$ cat src/rtl/core/jdc_pkg.sv
// ----------------------------------------------------------------------------
// jdc_pkg
// Shared types, constants and tables for the Julian day converter pipeline.
// ----------------------------------------------------------------------------
package jdc_pkg;

  localparam int YEAR_W     = 15;
  localparam int MONTH_W    = 4;
  localparam int DAY_W      = 5;
  localparam int JD_W       = 23;
  localparam int SPAN_W     = 9;   // day offset within a March-based year
  localparam int NUM_STAGES = 6;

  typedef logic signed [YEAR_W-1:0] jdc_year_t;
  typedef logic [MONTH_W-1:0]       jdc_month_t;
  typedef logic [DAY_W-1:0]         jdc_day_t;
  typedef logic [JD_W-1:0]          jdc_jd_t;
  typedef logic [SPAN_W-1:0]        jdc_span_t;
  typedef logic [NUM_STAGES-1:0]    jdc_stage_en_t;

  typedef enum logic {
    REQ_TO_DAY  = 1'b0,
    REQ_TO_DATE = 1'b1
  } jdc_req_e;

  typedef struct packed {
    jdc_stage_en_t en;
    logic          out_valid;
    jdc_req_e      tag;
  } jdc_ctl_t;

  typedef struct packed {
    jdc_jd_t day_number;
    logic    invalid;
  } jdc_day_res_t;

  typedef struct packed {
    jdc_year_t  year;
    jdc_month_t month;
    jdc_day_t   day;
  } jdc_date_res_t;

  // Calendar constants
  localparam int Y_OFS_DAY  = 4800;
  localparam int Y_OFS_CENT = 4900;
  localparam int JD_BIAS    = 32075;
  localparam int L_BIAS     = 68569;
  localparam int CENT       = 100;
  localparam int ERA_DAYS   = 146097;
  localparam int QUAD_DAYS  = 1461;
  localparam int CENT_SCALE = 4000;
  localparam int CENT_CYC   = 1461001;
  localparam int MON_SCALE  = 80;
  localparam int MON_CYC    = 2447;
  localparam int MON_SPAN   = 367;

  // Reciprocal multipliers: floor(x / D) = (x * M) >> S for x below 2**N,
  // with S = N + clog2(D) and M = ceil(2**S / D).
  localparam int DIV100_N  = 15;
  localparam int DIV100_S  = DIV100_N + $clog2(CENT);
  localparam int DIV100_MW = DIV100_N + 1;
  localparam logic [DIV100_MW-1:0] DIV100_M =
    DIV100_MW'(((64'd1 << DIV100_S) + CENT - 1) / CENT);

  localparam int DIVERA_N  = 26;
  localparam int DIVERA_S  = DIVERA_N + $clog2(ERA_DAYS);
  localparam int DIVERA_MW = DIVERA_N + 1;
  localparam logic [DIVERA_MW-1:0] DIVERA_M =
    DIVERA_MW'(((64'd1 << DIVERA_S) + ERA_DAYS - 1) / ERA_DAYS);

  localparam int DIVCYC_N  = 28;
  localparam int DIVCYC_S  = DIVCYC_N + $clog2(CENT_CYC);
  localparam int DIVCYC_MW = DIVCYC_N + 1;
  localparam logic [DIVCYC_MW-1:0] DIVCYC_M =
    DIVCYC_MW'(((64'd1 << DIVCYC_S) + CENT_CYC - 1) / CENT_CYC);

  localparam int DIVMON_N   = 16;
  localparam int DIVMON_S   = DIVMON_N + $clog2(MON_CYC);
  localparam int DIVMON_MW  = DIVMON_N + 1;
  localparam int DIVMON_MUW = DIVMON_MW + $clog2(MON_SCALE);
  // Scale by 80 folded into the reciprocal
  localparam logic [DIVMON_MUW-1:0] DIVMON_MUL =
    DIVMON_MUW'((((64'd1 << DIVMON_S) + MON_CYC - 1) / MON_CYC) * MON_SCALE);

  // Days in each month, indexed by month code; unused codes read as zero
  localparam jdc_day_t MONTH_DAYS [16] = '{
    5'd0,  5'd31, 5'd28, 5'd31, 5'd30, 5'd31, 5'd30, 5'd31,
    5'd31, 5'd30, 5'd31, 5'd30, 5'd31, 5'd0,  5'd0,  5'd0
  };

  // floor(367 * k / 12), k being the March-based month, indexed by month code
  localparam jdc_span_t MONTH_START [16] = '{
    9'd0,
    9'(MON_SPAN * 11 / 12), 9'(MON_SPAN * 12 / 12), 9'(MON_SPAN * 1 / 12),
    9'(MON_SPAN * 2 / 12),  9'(MON_SPAN * 3 / 12),  9'(MON_SPAN * 4 / 12),
    9'(MON_SPAN * 5 / 12),  9'(MON_SPAN * 6 / 12),  9'(MON_SPAN * 7 / 12),
    9'(MON_SPAN * 8 / 12),  9'(MON_SPAN * 9 / 12),  9'(MON_SPAN * 10 / 12),
    9'd0, 9'd0, 9'd0
  };

  // floor(2447 * j / 80)
  localparam jdc_span_t J_DAYS [16] = '{
    9'(MON_CYC * 0 / MON_SCALE),  9'(MON_CYC * 1 / MON_SCALE),
    9'(MON_CYC * 2 / MON_SCALE),  9'(MON_CYC * 3 / MON_SCALE),
    9'(MON_CYC * 4 / MON_SCALE),  9'(MON_CYC * 5 / MON_SCALE),
    9'(MON_CYC * 6 / MON_SCALE),  9'(MON_CYC * 7 / MON_SCALE),
    9'(MON_CYC * 8 / MON_SCALE),  9'(MON_CYC * 9 / MON_SCALE),
    9'(MON_CYC * 10 / MON_SCALE), 9'(MON_CYC * 11 / MON_SCALE),
    9'(MON_CYC * 12 / MON_SCALE), 9'(MON_CYC * 13 / MON_SCALE),
    9'(MON_CYC * 14 / MON_SCALE), 9'(MON_CYC * 15 / MON_SCALE)
  };

endpackage

$ cat src/rtl/core/jdc_req_if.sv
// ----------------------------------------------------------------------------
// jdc_req_if
// Request channel: conversion direction, date and day number.
// ----------------------------------------------------------------------------
interface jdc_req_if;
  import jdc_pkg::*;

  logic       valid;
  logic       ready;
  logic       req_type;
  jdc_year_t  year_in;
  jdc_month_t month_in;
  jdc_day_t   day_in;
  jdc_jd_t    day_number_in;

  modport source (
    output valid, req_type, year_in, month_in, day_in, day_number_in,
    input  ready
  );

  modport sink (
    input  valid, req_type, year_in, month_in, day_in, day_number_in,
    output ready
  );

endinterface

$ cat src/rtl/core/jdc_rsp_if.sv
// ----------------------------------------------------------------------------
// jdc_rsp_if
// Response channel: day number or date, and the invalid-date flag.
// ----------------------------------------------------------------------------
interface jdc_rsp_if;
  import jdc_pkg::*;

  logic       valid;
  logic       ready;
  jdc_jd_t    day_number_out;
  jdc_year_t  year_out;
  jdc_month_t month_out;
  jdc_day_t   day_out;
  logic       date_invalid;

  modport source (
    output valid, day_number_out, year_out, month_out, day_out, date_invalid,
    input  ready
  );

  modport sink (
    input  valid, day_number_out, year_out, month_out, day_out, date_invalid,
    output ready
  );

endinterface

$ cat src/rtl/core/jdc_pipe_ctrl.sv
// ----------------------------------------------------------------------------
// jdc_pipe_ctrl
// Stage valid bits, per-stage load enables and the direction tag.
// ----------------------------------------------------------------------------
module jdc_pipe_ctrl (
  input  logic              clk_i,
  input  logic              rst_ni,
  input  logic              in_valid_i,
  input  logic              in_req_type_i,
  input  logic              out_ready_i,
  output jdc_pkg::jdc_ctl_t ctl_o
);
  import jdc_pkg::*;

  logic [NUM_STAGES-1:0] v_q, v_d;
  jdc_stage_en_t         en;
  jdc_req_e              tag_q [NUM_STAGES-1];

  // A stage loads when it is empty or its content moves on
  always_comb begin
    en[NUM_STAGES-1] = !v_q[NUM_STAGES-1] || out_ready_i;
    for (int k = NUM_STAGES - 2; k >= 0; k--) begin
      en[k] = !v_q[k] || en[k+1];
    end
  end

  always_comb begin
    v_d[0] = en[0] ? in_valid_i : v_q[0];
    for (int k = 1; k < NUM_STAGES; k++) begin
      v_d[k] = en[k] ? v_q[k-1] : v_q[k];
    end
  end

  always_ff @(posedge clk_i or negedge rst_ni) begin
    if (!rst_ni) begin
      v_q <= '0;
    end else begin
      v_q <= v_d;
    end
  end

  always_ff @(posedge clk_i) begin
    if (en[0]) begin
      tag_q[0] <= jdc_req_e'(in_req_type_i);
    end
    for (int k = 1; k < NUM_STAGES - 1; k++) begin
      if (en[k]) begin
        tag_q[k] <= tag_q[k-1];
      end
    end
  end

  assign ctl_o.en        = en;
  assign ctl_o.out_valid = v_q[NUM_STAGES-1];
  assign ctl_o.tag       = tag_q[NUM_STAGES-2];

  a_accept_lands: assert property (@(posedge clk_i) disable iff (!rst_ni)
    (in_valid_i && en[0]) |=> v_q[0])
    else $error("accepted transaction missing from first stage");

  for (genvar k = 1; k < NUM_STAGES; k++) begin : g_chk_move
    a_item_moves: assert property (@(posedge clk_i) disable iff (!rst_ni)
      (v_q[k-1] && en[k]) |=> v_q[k])
      else $error("transaction lost between stages");
  end

  for (genvar k = 0; k < NUM_STAGES - 1; k++) begin : g_chk_hold
    a_item_holds: assert property (@(posedge clk_i) disable iff (!rst_ni)
      (v_q[k] && !en[k]) |=> v_q[k])
      else $error("stalled stage dropped its transaction");
  end

endmodule

$ cat src/rtl/core/jdc_to_day.sv
// ----------------------------------------------------------------------------
// jdc_to_day
// Date check and Gregorian date to Julian day number, stages 0 to 4.
// ----------------------------------------------------------------------------
module jdc_to_day (
  input  logic                   clk_i,
  input  jdc_pkg::jdc_stage_en_t en_i,
  input  jdc_pkg::jdc_year_t     year_i,
  input  jdc_pkg::jdc_month_t    month_i,
  input  jdc_pkg::jdc_day_t      day_i,
  output jdc_pkg::jdc_day_res_t  res_o
);
  import jdc_pkg::*;

  localparam int D100_PW = DIV100_N + DIV100_MW;

  // stage 0
  logic signed [16:0]      ys, xs;
  logic                    a_neg;
  logic signed [15:0]      ybig_q;
  logic [DIV100_N-1:0]     absx_d, absx_q, absy_d, absy_q;
  logic                    negx_q;
  jdc_span_t               tm_q;
  jdc_day_t                day_q;
  logic                    ok_d, ok_q, feb29_q, y4_q;
  // stage 1
  logic [D100_PW-1:0]      prodx, prody;
  logic signed [26:0]      p_q;
  logic [7:0]              qx_q, qy_q;
  logic [DIV100_N-1:0]     absy1_q;
  logic                    negx1_q, ok1_q, feb29_1_q, y4_1_q;
  jdc_span_t               tm1_q;
  jdc_day_t                day1_q;
  // stage 2
  logic [9:0]              b3;
  logic [DIV100_N-1:0]     rem;
  logic                    leap;
  logic signed [24:0]      a_q;
  logic [7:0]              bmag_q;
  logic                    negx2_q, valid2_q;
  jdc_span_t               tm2_q;
  jdc_day_t                day2_q;
  // stage 3, 4
  logic [25:0]             jd;
  jdc_jd_t                 jd3_q, jd4_q;
  logic                    inv3_q, inv4_q;

  always_comb begin
    ys     = 17'(year_i);
    a_neg  = (month_i <= 4'd2);
    xs     = ys + 17'sd4900 - 17'(a_neg);
    absx_d = DIV100_N'(xs[16] ? -xs : xs);
    absy_d = DIV100_N'(year_i[YEAR_W-1] ? -ys : ys);
    ok_d   = (month_i inside {[4'd1:4'd12]}) && (day_i != '0) &&
             (day_i <= MONTH_DAYS[month_i]);
  end

  always_ff @(posedge clk_i) begin
    if (en_i[0]) begin
      ybig_q  <= 16'(ys + 17'sd4800 - 17'(a_neg));
      absx_q  <= absx_d;
      negx_q  <= xs[16];
      absy_q  <= absy_d;
      tm_q    <= MONTH_START[month_i];
      day_q   <= day_i;
      ok_q    <= ok_d;
      feb29_q <= (month_i == 4'd2) && (day_i == 5'd29);
      y4_q    <= (year_i[1:0] == 2'b00);
    end
  end

  always_comb begin
    prodx = D100_PW'(absx_q) * D100_PW'(DIV100_M);
    prody = D100_PW'(absy_q) * D100_PW'(DIV100_M);
  end

  always_ff @(posedge clk_i) begin
    if (en_i[1]) begin
      p_q       <= 27'(ybig_q) * 27'sd1461;
      qx_q      <= prodx[DIV100_S +: 8];
      qy_q      <= prody[DIV100_S +: 8];
      absy1_q   <= absy_q;
      negx1_q   <= negx_q;
      ok1_q     <= ok_q;
      feb29_1_q <= feb29_q;
      y4_1_q    <= y4_q;
      tm1_q     <= tm_q;
      day1_q    <= day_q;
    end
  end

  // Leap: divisible by 4, and not by 100 unless by 400
  always_comb begin
    b3   = 10'(qx_q) + {1'b0, qx_q, 1'b0};
    rem  = absy1_q - DIV100_N'(DIV100_N'(qy_q) * DIV100_N'(CENT));
    leap = y4_1_q && ((rem != '0) || (qy_q[1:0] == 2'b00));
  end

  always_ff @(posedge clk_i) begin
    if (en_i[2]) begin
      // truncate toward zero
      a_q      <= 25'((p_q + (p_q[26] ? 27'sd3 : 27'sd0)) >>> 2);
      bmag_q   <= b3[9:2];
      negx2_q  <= negx1_q;
      valid2_q <= ok1_q || (feb29_1_q && leap);
      tm2_q    <= tm1_q;
      day2_q   <= day1_q;
    end
  end

  always_comb begin
    jd = 26'(a_q) + 26'(tm2_q) + 26'(day2_q)
       + (negx2_q ? 26'(bmag_q) : -26'(bmag_q)) - 26'(JD_BIAS);
  end

  always_ff @(posedge clk_i) begin
    if (en_i[3]) begin
      jd3_q  <= valid2_q ? jd[JD_W-1:0] : '0;
      inv3_q <= !valid2_q;
    end
    if (en_i[4]) begin
      jd4_q  <= jd3_q;
      inv4_q <= inv3_q;
    end
  end

  assign res_o.day_number = jd4_q;
  assign res_o.invalid    = inv4_q;

endmodule

$ cat src/rtl/core/jdc_to_date.sv
// ----------------------------------------------------------------------------
// jdc_to_date
// Julian day number to Gregorian year, month and day, stages 0 to 4 plus
// the month split that feeds the output register.
// ----------------------------------------------------------------------------
module jdc_to_date (
  input  logic                   clk_i,
  input  jdc_pkg::jdc_stage_en_t en_i,
  input  jdc_pkg::jdc_jd_t       day_number_i,
  output jdc_pkg::jdc_date_res_t res_o
);
  import jdc_pkg::*;

  localparam int ERA_PW = DIVERA_N + DIVERA_MW;
  localparam int CYC_PW = DIVCYC_N + DIVCYC_MW;
  localparam int MON_PW = SPAN_W + DIVMON_MUW;

  logic [23:0]        l1;
  logic [ERA_PW-1:0]  era_prod;
  logic [23:0]        l1_q;
  logic [7:0]         n_q, n1_q, n2_q, n3_q;
  logic [25:0]        era_days;
  logic [23:0]        l2w;
  logic [15:0]        l2_q, l2b_q, l2c_q;
  logic [DIVCYC_N-1:0] x3_q;
  logic [CYC_PW-1:0]  cyc_prod;
  logic [6:0]         i_q;
  logic [17:0]        quad;
  logic [16:0]        l3w;
  jdc_span_t          l3_q;
  logic [15:0]        ybase_q;
  logic [MON_PW-1:0]  mon_prod;
  logic [3:0]         j;
  logic               l4;

  always_comb begin
    l1       = 24'(day_number_i) + 24'(L_BIAS);
    era_prod = ERA_PW'({l1, 2'b00}) * ERA_PW'(DIVERA_M);
  end

  always_ff @(posedge clk_i) begin
    if (en_i[0]) begin
      l1_q <= l1;
      n_q  <= era_prod[DIVERA_S +: 8];
    end
  end

  always_comb begin
    era_days = 26'(n_q) * 26'(ERA_DAYS) + 26'd3;
    l2w      = l1_q - era_days[25:2];
  end

  always_ff @(posedge clk_i) begin
    if (en_i[1]) begin
      l2_q <= l2w[15:0];
      n1_q <= n_q;
    end
    if (en_i[2]) begin
      x3_q  <= (DIVCYC_N'(l2_q) + DIVCYC_N'(1)) * DIVCYC_N'(CENT_SCALE);
      l2b_q <= l2_q;
      n2_q  <= n1_q;
    end
  end

  always_comb begin
    cyc_prod = CYC_PW'(x3_q) * CYC_PW'(DIVCYC_M);
  end

  always_ff @(posedge clk_i) begin
    if (en_i[3]) begin
      i_q   <= cyc_prod[DIVCYC_S +: 7];
      l2c_q <= l2b_q;
      n3_q  <= n2_q;
    end
  end

  always_comb begin
    quad = 18'(i_q) * 18'(QUAD_DAYS);
    l3w  = 17'(l2c_q) - 17'(quad[17:2]) + 17'd31;
  end

  // Year base 100 * (n - 49) + i kept modulo 2**16
  always_ff @(posedge clk_i) begin
    if (en_i[4]) begin
      l3_q    <= l3w[SPAN_W-1:0];
      ybase_q <= 16'(n3_q) * 16'(CENT) - 16'(Y_OFS_CENT) + 16'(i_q);
    end
  end

  // Split the March-based day into month and day; January and February
  // roll into the next year
  always_comb begin
    mon_prod = MON_PW'(l3_q) * MON_PW'(DIVMON_MUL);
    j        = mon_prod[DIVMON_S +: 4];
    l4       = (j >= 4'd11);
  end

  assign res_o.day   = DAY_W'(l3_q - J_DAYS[j]);
  assign res_o.month = j + 4'd2 - (l4 ? 4'd12 : 4'd0);
  assign res_o.year  = YEAR_W'(ybase_q + 16'(l4));

endmodule

$ cat src/rtl/core/julian_day_converter.sv
// ----------------------------------------------------------------------------
// julian_day_converter
// Converts between proleptic Gregorian dates and Julian day numbers in
// both directions, with a date validity check on the way in.
//
//   channel   dir   handshake     payload
//   req_i     in    valid/ready   req_type, year_in, month_in, day_in,
//                                 day_number_in
//   rsp_o     out   valid/ready   day_number_out, year_out, month_out,
//                                 day_out, date_invalid
//
// One transaction per cycle while the output is not stalled; the result passes
// five stages plus the output register, a depth set by the chain
// of constant multiplications, about one per stage, in the day-number split.
// Reset clears the stage valid bits only.
// A stalled output holds; empty stages ahead of it keep taking new work.
// ----------------------------------------------------------------------------
module julian_day_converter (
  input  logic      clk_i,
  input  logic      rst_ni,
  jdc_req_if.sink   req_i,
  jdc_rsp_if.source rsp_o
);
  import jdc_pkg::*;

  jdc_ctl_t      ctl;
  jdc_day_res_t  day_res;
  jdc_date_res_t date_res;

  jdc_jd_t    jd_q;
  jdc_year_t  year_q;
  jdc_month_t month_q;
  jdc_day_t   day_q;
  logic       inv_q;

  jdc_pipe_ctrl u_ctrl (
    .clk_i         (clk_i),
    .rst_ni        (rst_ni),
    .in_valid_i    (req_i.valid),
    .in_req_type_i (req_i.req_type),
    .out_ready_i   (rsp_o.ready),
    .ctl_o         (ctl)
  );

  jdc_to_day u_to_day (
    .clk_i   (clk_i),
    .en_i    (ctl.en),
    .year_i  (req_i.year_in),
    .month_i (req_i.month_in),
    .day_i   (req_i.day_in),
    .res_o   (day_res)
  );

  jdc_to_date u_to_date (
    .clk_i        (clk_i),
    .en_i         (ctl.en),
    .day_number_i (req_i.day_number_in),
    .res_o        (date_res)
  );

  // Output register: zero the fields of the other direction
  always_ff @(posedge clk_i) begin
    if (ctl.en[NUM_STAGES-1]) begin
      if (ctl.tag == REQ_TO_DATE) begin
        jd_q    <= '0;
        inv_q   <= 1'b0;
        year_q  <= date_res.year;
        month_q <= date_res.month;
        day_q   <= date_res.day;
      end else begin
        jd_q    <= day_res.day_number;
        inv_q   <= day_res.invalid;
        year_q  <= '0;
        month_q <= '0;
        day_q   <= '0;
      end
    end
  end

  assign req_i.ready          = ctl.en[0];
  assign rsp_o.valid          = ctl.out_valid;
  assign rsp_o.day_number_out = jd_q;
  assign rsp_o.year_out       = year_q;
  assign rsp_o.month_out      = month_q;
  assign rsp_o.day_out        = day_q;
  assign rsp_o.date_invalid   = inv_q;

  a_invalid_zero: assert property (@(posedge clk_i) disable iff (!rst_ni)
    (rsp_o.valid && rsp_o.date_invalid) |->
      (rsp_o.day_number_out == '0) && (rsp_o.year_out == '0) &&
      (rsp_o.month_out == '0) && (rsp_o.day_out == '0))
    else $error("invalid date transaction carries nonzero fields");

endmodule
$ cat src/flat_wrapper.sv
// flat-port wrapper written by rule: the top's interface ports become plain ports
module julian_day_converter_flat import jdc_pkg::*;
  (clk_i, rst_ni, req_i_valid, req_i_req_type, req_i_year_in, req_i_month_in, req_i_day_in, req_i_day_number_in, req_i_ready, rsp_o_valid, rsp_o_day_number_out, rsp_o_year_out, rsp_o_month_out, rsp_o_day_out, rsp_o_date_invalid, rsp_o_ready);
  jdc_req_if req_i_i ();
  jdc_rsp_if rsp_o_i ();
  input  logic clk_i;
  input  logic rst_ni;
  input wire logic [$bits(req_i_i.valid)-1:0] req_i_valid;
  input wire logic [$bits(req_i_i.req_type)-1:0] req_i_req_type;
  input wire logic [$bits(req_i_i.year_in)-1:0] req_i_year_in;
  input wire logic [$bits(req_i_i.month_in)-1:0] req_i_month_in;
  input wire logic [$bits(req_i_i.day_in)-1:0] req_i_day_in;
  input wire logic [$bits(req_i_i.day_number_in)-1:0] req_i_day_number_in;
  output wire logic [$bits(req_i_i.ready)-1:0] req_i_ready;
  output wire logic [$bits(rsp_o_i.valid)-1:0] rsp_o_valid;
  output wire logic [$bits(rsp_o_i.day_number_out)-1:0] rsp_o_day_number_out;
  output wire logic [$bits(rsp_o_i.year_out)-1:0] rsp_o_year_out;
  output wire logic [$bits(rsp_o_i.month_out)-1:0] rsp_o_month_out;
  output wire logic [$bits(rsp_o_i.day_out)-1:0] rsp_o_day_out;
  output wire logic [$bits(rsp_o_i.date_invalid)-1:0] rsp_o_date_invalid;
  input wire logic [$bits(rsp_o_i.ready)-1:0] rsp_o_ready;
  assign req_i_i.valid = req_i_valid;
  assign req_i_i.req_type = req_i_req_type;
  assign req_i_i.year_in = req_i_year_in;
  assign req_i_i.month_in = req_i_month_in;
  assign req_i_i.day_in = req_i_day_in;
  assign req_i_i.day_number_in = req_i_day_number_in;
  assign req_i_ready = req_i_i.ready;
  assign rsp_o_valid = rsp_o_i.valid;
  assign rsp_o_day_number_out = rsp_o_i.day_number_out;
  assign rsp_o_year_out = rsp_o_i.year_out;
  assign rsp_o_month_out = rsp_o_i.month_out;
  assign rsp_o_day_out = rsp_o_i.day_out;
  assign rsp_o_date_invalid = rsp_o_i.date_invalid;
  assign rsp_o_i.ready = rsp_o_ready;
  julian_day_converter u_core (.clk_i(clk_i), .rst_ni(rst_ni), .req_i(req_i_i), .rsp_o(rsp_o_i));
endmodule
$ cat config.mk
export PLATFORM = sky130hd
export DESIGN_NAME = julian_day_converter_flat
export DESIGN_NICKNAME = d
export VERILOG_FILES = /design/src/rtl/core/jdc_pkg.sv /design/src/rtl/core/jdc_req_if.sv /design/src/rtl/core/jdc_rsp_if.sv /design/src/rtl/core/jdc_pipe_ctrl.sv /design/src/rtl/core/jdc_to_day.sv /design/src/rtl/core/jdc_to_date.sv /design/src/rtl/core/julian_day_converter.sv /design/src/flat_wrapper.sv
export SDC_FILE = /design/constraint.sdc
export NUM_CORES = 2
export LEC_CHECK = 0
export ABC_AREA = 1
export BUFFER_PORTS_ARGS = -buffer_cell sky130_fd_sc_hd__buf_4
export CORE_ASPECT_RATIO = 0.8
export CORE_MARGIN = 4
export CORE_UTILIZATION = 60
export CTS_CLUSTER_DIAMETER = 100
export DETAILED_ROUTE_END_ITERATION = 10
export HOLD_SLACK_MARGIN = 0.02
export PLACE_DENSITY = 0.73
export SLEW_MARGIN = 15
export SYNTH_ARGS = -nofsm -noshare
export SYNTH_HDL_FRONTEND = slang
export SYNTH_SLANG_ARGS = --single-unit
$ cat constraint.sdc
create_clock -name clk_i -period 9.6 [get_ports clk_i]
set_input_delay 0.48 -clock clk_i [delete_from_list [all_inputs] [get_ports clk_i]]
set_output_delay 0.48 -clock clk_i [all_outputs]
set_load 0.03 [all_outputs]
Word-level counts from Yosys, hierarchy flattened --
Memories as Yosys holds them, arrays and structs flattened. A register that Yosys moved wholly into a read port is not among the register bits. Index checks and enable logic that the tools add are counted. W data, S select, Z words.
Operators by class: reduce and logical (&&, ||, !) cells 25, order comparisons 7, div/mod/pow operators 0, equality and inequality tests 2, add/subtract/negate cells 26, shifts and indexed selects 0, multiplexer cells 19, bitwise gates (word level) 2, $mul 11
Operators by type and width (count):
- $mul A15 B13 Y27 const B | 2
- $mul A23 B27 Y49 const B | 1
- $mul A24 B24 Y47 const B | 1
- $add A15 B14 Y16 const B | 2
- $neg A15 Y15 | 2
- $mul A16 B12 Y27 const B | 1
- $mul A8 B5 Y13 const B | 2
- $mul A9 B18 Y26 const B | 1
- $add A25 B3 Y25 | 1
- $add A23 B17 Y24 const B | 1
- $add A23 B10 Y23 | 1
- $add A23 B23 Y23 | 1
- $add A23 B5 Y23 | 1
- $mul A17 B7 Y23 const B | 1
- $mux W23 | 1
- $neg A8 Y23 | 1
- $sub A23 B15 Y23 const B | 1
- $mux W5 | 4
- $add A18 B2 Y18 const B | 1
- $mul A8 B18 Y18 const B | 1
- $add A16 B1 Y17 const B | 1
- $sub A16 B2 Y17 | 1
- $sub A16 B16 Y16 | 1
- $sub A16 B2 Y16 | 1
- 31 further kinds | 61
Storage, ports and cells: bits of input ports 52, bits in read-only memories 368, flip-flop bits (word level) 416, RAM bits 5, output and inout bits 50, bits in latches 0, memories kept 4
Memories:
- (no name shown) | words 16, width 9, rd ports 1, clocked after memory_dff 1, wr ports 0, RTL line jdc_to_day.sv:64 | tm_q <= MONTH_START[month_i];
- (no name shown) | words 16, width 9, rd ports 1, clocked after memory_dff 0, wr ports 0, RTL line jdc_to_date.sv:98 | assign res_o.day = DAY_W'(l3_q - J_DAYS[j]);
- (no name shown) | words 16, width 5, rd ports 1, clocked after memory_dff 0, wr ports 0, RTL line jdc_to_day.sv:55 | (day_i <= MONTH_DAYS[month_i]);
- u_core.u_ctrl.tag_q | words 5, width 1, rd ports 5, clocked after memory_dff 0, wr ports 5, RTL line jdc_pipe_ctrl.sv:17 | jdc_req_e tag_q [NUM_STAGES-1];

Logic depth before layout (Yosys ltp) --
depth in word-level cells 9, gate-level depth with buffers 38, gate-level depth less buffers 38

Hierarchy --
Synthesis repeated with hierarchy kept, for this count alone.
Second synthesis, totals: cells, all modules 6954, area total of the unflattened synthesis 64815.9 sq um
By module, submodules not included:
- jdc_to_date | sequential area each 4083.9 sq um, area each 37076.8 sq um, cells each 4091, instances 1
- jdc_to_day | sequential area each 6996.7 sq um, area each 25443.2 sq um, cells each 2682, instances 1
- julian_day_converter | sequential area each 1441.4 sq um, area each 1845.5 sq um, cells each 149, instances 1
- jdc_pipe_ctrl | sequential area each 300.3 sq um, area each 450.4 sq um, cells each 32, instances 1

Least setup slack after synthesis --
OpenSTA, ideal clock, no wires.
path type register to output, start point register u_core.u_ctrl.v_q[5], end point output req_i_ready, cell stages (with the launch flop) 12, data arrival time 7999 ps, path slack 1121 ps, required time 9120 ps, cell sequence dfrtp_1 > inv_1 > nor2_1 > inv_1 > nor2_1 > inv_1 > nor2_1 > inv_1 > nor2_1 > inv_1 > nor2_1 > nand2_1
RTL lines:
- start: declaration | RTL line jdc_pipe_ctrl.sv:15 | logic [NUM_STAGES-1:0] v_q, v_d;
- start signal: assignment | RTL line jdc_pipe_ctrl.sv:38 | v_q <= v_d;
- end: declaration | RTL line flat_wrapper.sv:14 | output wire logic [$bits(req_i_i.ready)-1:0] req_i_ready;

Final worst setup path --
start point input req_i_day_number_in[0], end point register u_core.u_to_date.n_q[7] (data pin)
On the way: longest elaborated chain between the ends 2
RTL lines:
- start: declaration | RTL line flat_wrapper.sv:13 | input wire logic [$bits(req_i_i.day_number_in)-1:0] req_i_day_number_in;
- $add A23 B17 Y24 | RTL line jdc_to_date.sv:37 | l1 = 24'(day_number_i) + 24'(L_BIAS);
- $mul A24 B24 Y47 | RTL line jdc_to_date.sv:38 | era_prod = ERA_PW'({l1, 2'b00}) * ERA_PW'(DIVERA_M);
- net u_core.u_to_date.era_prod[51] | RTL line jdc_to_date.sv:19 | logic [ERA_PW-1:0] era_prod;
- end signal: assignment | RTL line jdc_to_date.sv:44 | n_q <= era_prod[DIVERA_S +: 8];
- end: declaration | RTL line jdc_to_date.sv:21 | logic [7:0] n_q, n1_q, n2_q, n3_q;
The timed path passes the listed nets, and every way through them passes these cells. A chain may end at the register's enable or synchronous reset.

==> qor.csv <==
metric;value;unit
status;completed;
initial antenna violation count;1;
diode count;0;
CTS Root Buffer Type;clkbuf_16;
CP max stage delay;0.73;ns
Worst Tran Pin Value;1.07;ns
CTS tree;yes;
Setup crit end kind;register;
Ys Warns;0;
Worst Hold Class;in2reg;
Routed WL per cell;17.7;µm
final hold viol count;0;
Final Max Tran Viols;0;
FFs w/ async S/R, synth;1.40;%
count leader, synth;inv_1;
DP HPWL;129;mm
GRT Resource Usage Total;26.9;%
CTS Buffer Depth;3;
Reg2Reg Setup Slack;2.86;ns
port buffer count;101;
utilization after layout;64.9;%
first-pass GRT wire length;241;mm
DR vias;44500;
Clock Latency Late Sink;0.63;ns
full die area;112000;µm²
Worst Clk Skew;0.0376;ns
most used cell, CP;inv_1;
# DRC;0;
H-Tree Depth;2;
die height;300;µm
mux cell area share after synthesis;0;%
number of vias per cell;5.32;
post-synthesis sequential area ratio;20.0;%
complex-gate fraction of the synthesized area;5.91;%
Initial DRC Count;2855;
pin count of the biggest net entering global routing;71;
Overflow after GRT;0;
Die W;373;µm
IO Pins;102;
biggest area consumer among synthesized cells;fa_1;
flop and latch count out of synthesis;428;
fin crit period;7.01;ns
Post-synth top cells;inv_1, ha_1, fa_1, nand2_1, edfxtp_1;
critical path startpoint;req_i_day_number_in[0];
number of max-cap violations;0;
synth top area cells;fa_1, ha_1, edfxtp_1;
layout cell share with drive strength beyond 1;3.82;%
top_reg_cell synth;edfxtp_1;
core area;105000;µm²
simple-gate portion of the synthesized area;10.3;%
post-synth top area share;26.4;%
post-synthesis xor/xnor area fraction;3.82;%
R2R cell count;19;
gpl congestion;0.968;
endpoints failing setup;0;
synth unique cells;61;
Reg clk slew, reported paths;0.06;ns
Tcrit/Tclk final;73.0;%
CP max stage cell;xor2_1;
area delta synth->final;6.65;%
DR pass1 iterations;6;
R2R Path End;u_core.u_to_date.i_q[1];
setup bufs post-CTS;0;
initial cell density of the core;60.8;%
RSZ-0062 raised after global routing;no;
worst setup path endpoint;u_core.u_to_date.n_q[7];
Critical Path RT;9.97;ns
number of flops mapped to enable cells by yosys;422;
main combinational cell family by area after synthesis;adder cells;
clk sinks;428;
Adder-Cell Fraction of Synth Area;49.0;%
r2r startpoint;u_core.u_to_date.x3_q[25];
Mapped Area;64000;µm²
number of global-route vias before repair;45900;
CP Launch Type;input port;
Syn Nets;8829;
Detail Route Antenna Nets;0;
post-synthesis cell count;6777;
Syn Area/Cell;9.44;µm²
total detailed-routing wirelength;148;mm
WS Path Type;in2reg;
CP Data Arrival Time;7.38;ns
CTS Buf Count;48;
relative slew slack;28.5;%
Setup TNS;0;ns
num rows;106;
Nets;8982;
critical path fanouts, max;7;
Fmax;0.143;GHz
==> cell families (layout without fill, tap and decap cells) <==
logic type      Yosys count  after routing
xor+xnor                275            275
flops                   428            428
simple gates           1560           1560
buf+inv                1849           2041
compound gates          665            665
fa+ha+maj              2000           2000
==> cells in the final DEF, fill, tap and decap left out, types with 26 or more instances in the layout <==
cell / n
inv_1: 1821
ha_1: 1155
fa_1: 845
nand2_1: 804
edfxtp_1: 422
nor2_1: 365
a21oi_1: 307
xor2_1: 190
nand3_1: 177
o21ai_0: 166
buf_4: 109
xnor2_1: 80
nand4_1: 65
nor3_1: 59
a21o_1: 50
clkbuf_16: 48
a31oi_1: 33
o21bai_1: 26
==> sequential cells by signal (all words and copies together) (netlist names), 9 cells and up <==
register and cells:
u_core.u_to_day.tm_q 9, u_core.u_to_day.ybig_q 16, u_core.u_to_date.l2c_q 9, u_core.rsp_o.day_number_out 23, u_core.u_to_date.l3_q 9, u_core.u_to_day.absy1_q 15, u_core.u_to_day.absy_q 15, u_core.rsp_o.year_out 15
u_core.u_to_date.ybase_q 15, u_core.u_to_day.p_q 26, u_core.u_to_date.l1_q 16, u_core.u_to_day.tm2_q 9, u_core.u_to_day.jd4_q 23, u_core.u_to_date.x3_q 23, u_core.u_to_date.l2_q 16, u_core.u_to_day.jd3_q 23
u_core.u_to_date.l2b_q 9, u_core.u_to_day.a_q 23, u_core.u_to_day.tm1_q 9, u_core.u_to_day.absx_q 14
==> worst min-delay path by stage <==
stage,from,to,depth (start not counted)
5_1_grt,req_i_day_in[2],u_core.u_to_day.day_q[2],1
6_report,req_i_day_in[2],u_core.u_to_day.day_q[2],1
3_3_place_gp,rst_ni,u_core.u_ctrl.v_q[5],1
3_5_place_dp,rst_ni,u_core.u_ctrl.v_q[5],1
4_1_cts,req_i_day_in[2],u_core.u_to_day.day_q[2],1
2_1_floorplan,rst_ni,u_core.u_ctrl.v_q[0],0
==> layout make-up <==
| class | instances | area (µm²) |
|---|---|---|
| multi-input cells | 4500 | 44200 |
| fillers | 8575 | 36900 |
| flip-flops and latches | 428 | 12800 |
| inverters | 1836 | 6900 |
| well taps | 1404 | 1760 |
| clock buffers | 50 | 1210 |
| repair buffers | 116 | 888 |
| clock inverters | 39 | 458 |
==> stage by stage <==
stage | instances | area (µm²) | worst slack, ns | hold WS [ns]
after global placement | 8277 | 66500 | 2.04 | 0.292
final | 8373 | 68300 | 2.59 | 0.0696
after CTS | 8373 | 68300 | 2.61 | 0.0211
after floorplan | 6777 | 64000 | 1.12 | 0.184
after detailed placement | 8277 | 66500 | 1.93 | 0.291
after global routing | 8373 | 68300 | 2.06 | 0.0309
==> layer usage <==
metal | GRT usage [%] | up-vias | part of all wire [%]
met2 | 41.2 | 1263 | 43
met4 | 5.50 | 0 | 2.1
li1 | - | 21700 | -
met5 | 0 | - | 0
met3 | 6.22 | 202 | 7.9
met1 | 39.4 | 21400 | 47
==> critical path: cells and delay by family <==
family | cells | cell delay [ns]
compound gates | 5 | 0.92
simple gates | 10 | 0.83
fa+ha+maj | 9 | 3.71
buf+inv | 8 | 0.56
xor+xnor | 2 | 0.87
==> repair_timing <==
item | in CTS | in global routing
resized for setup | 0 | 0
endpoints found under the hold margin | 12 | 0
hold buffers | 7 | 0
Power is not shown: default switching activity piles up to over one toggle a cycle in this logic, so the estimate is an artifact.
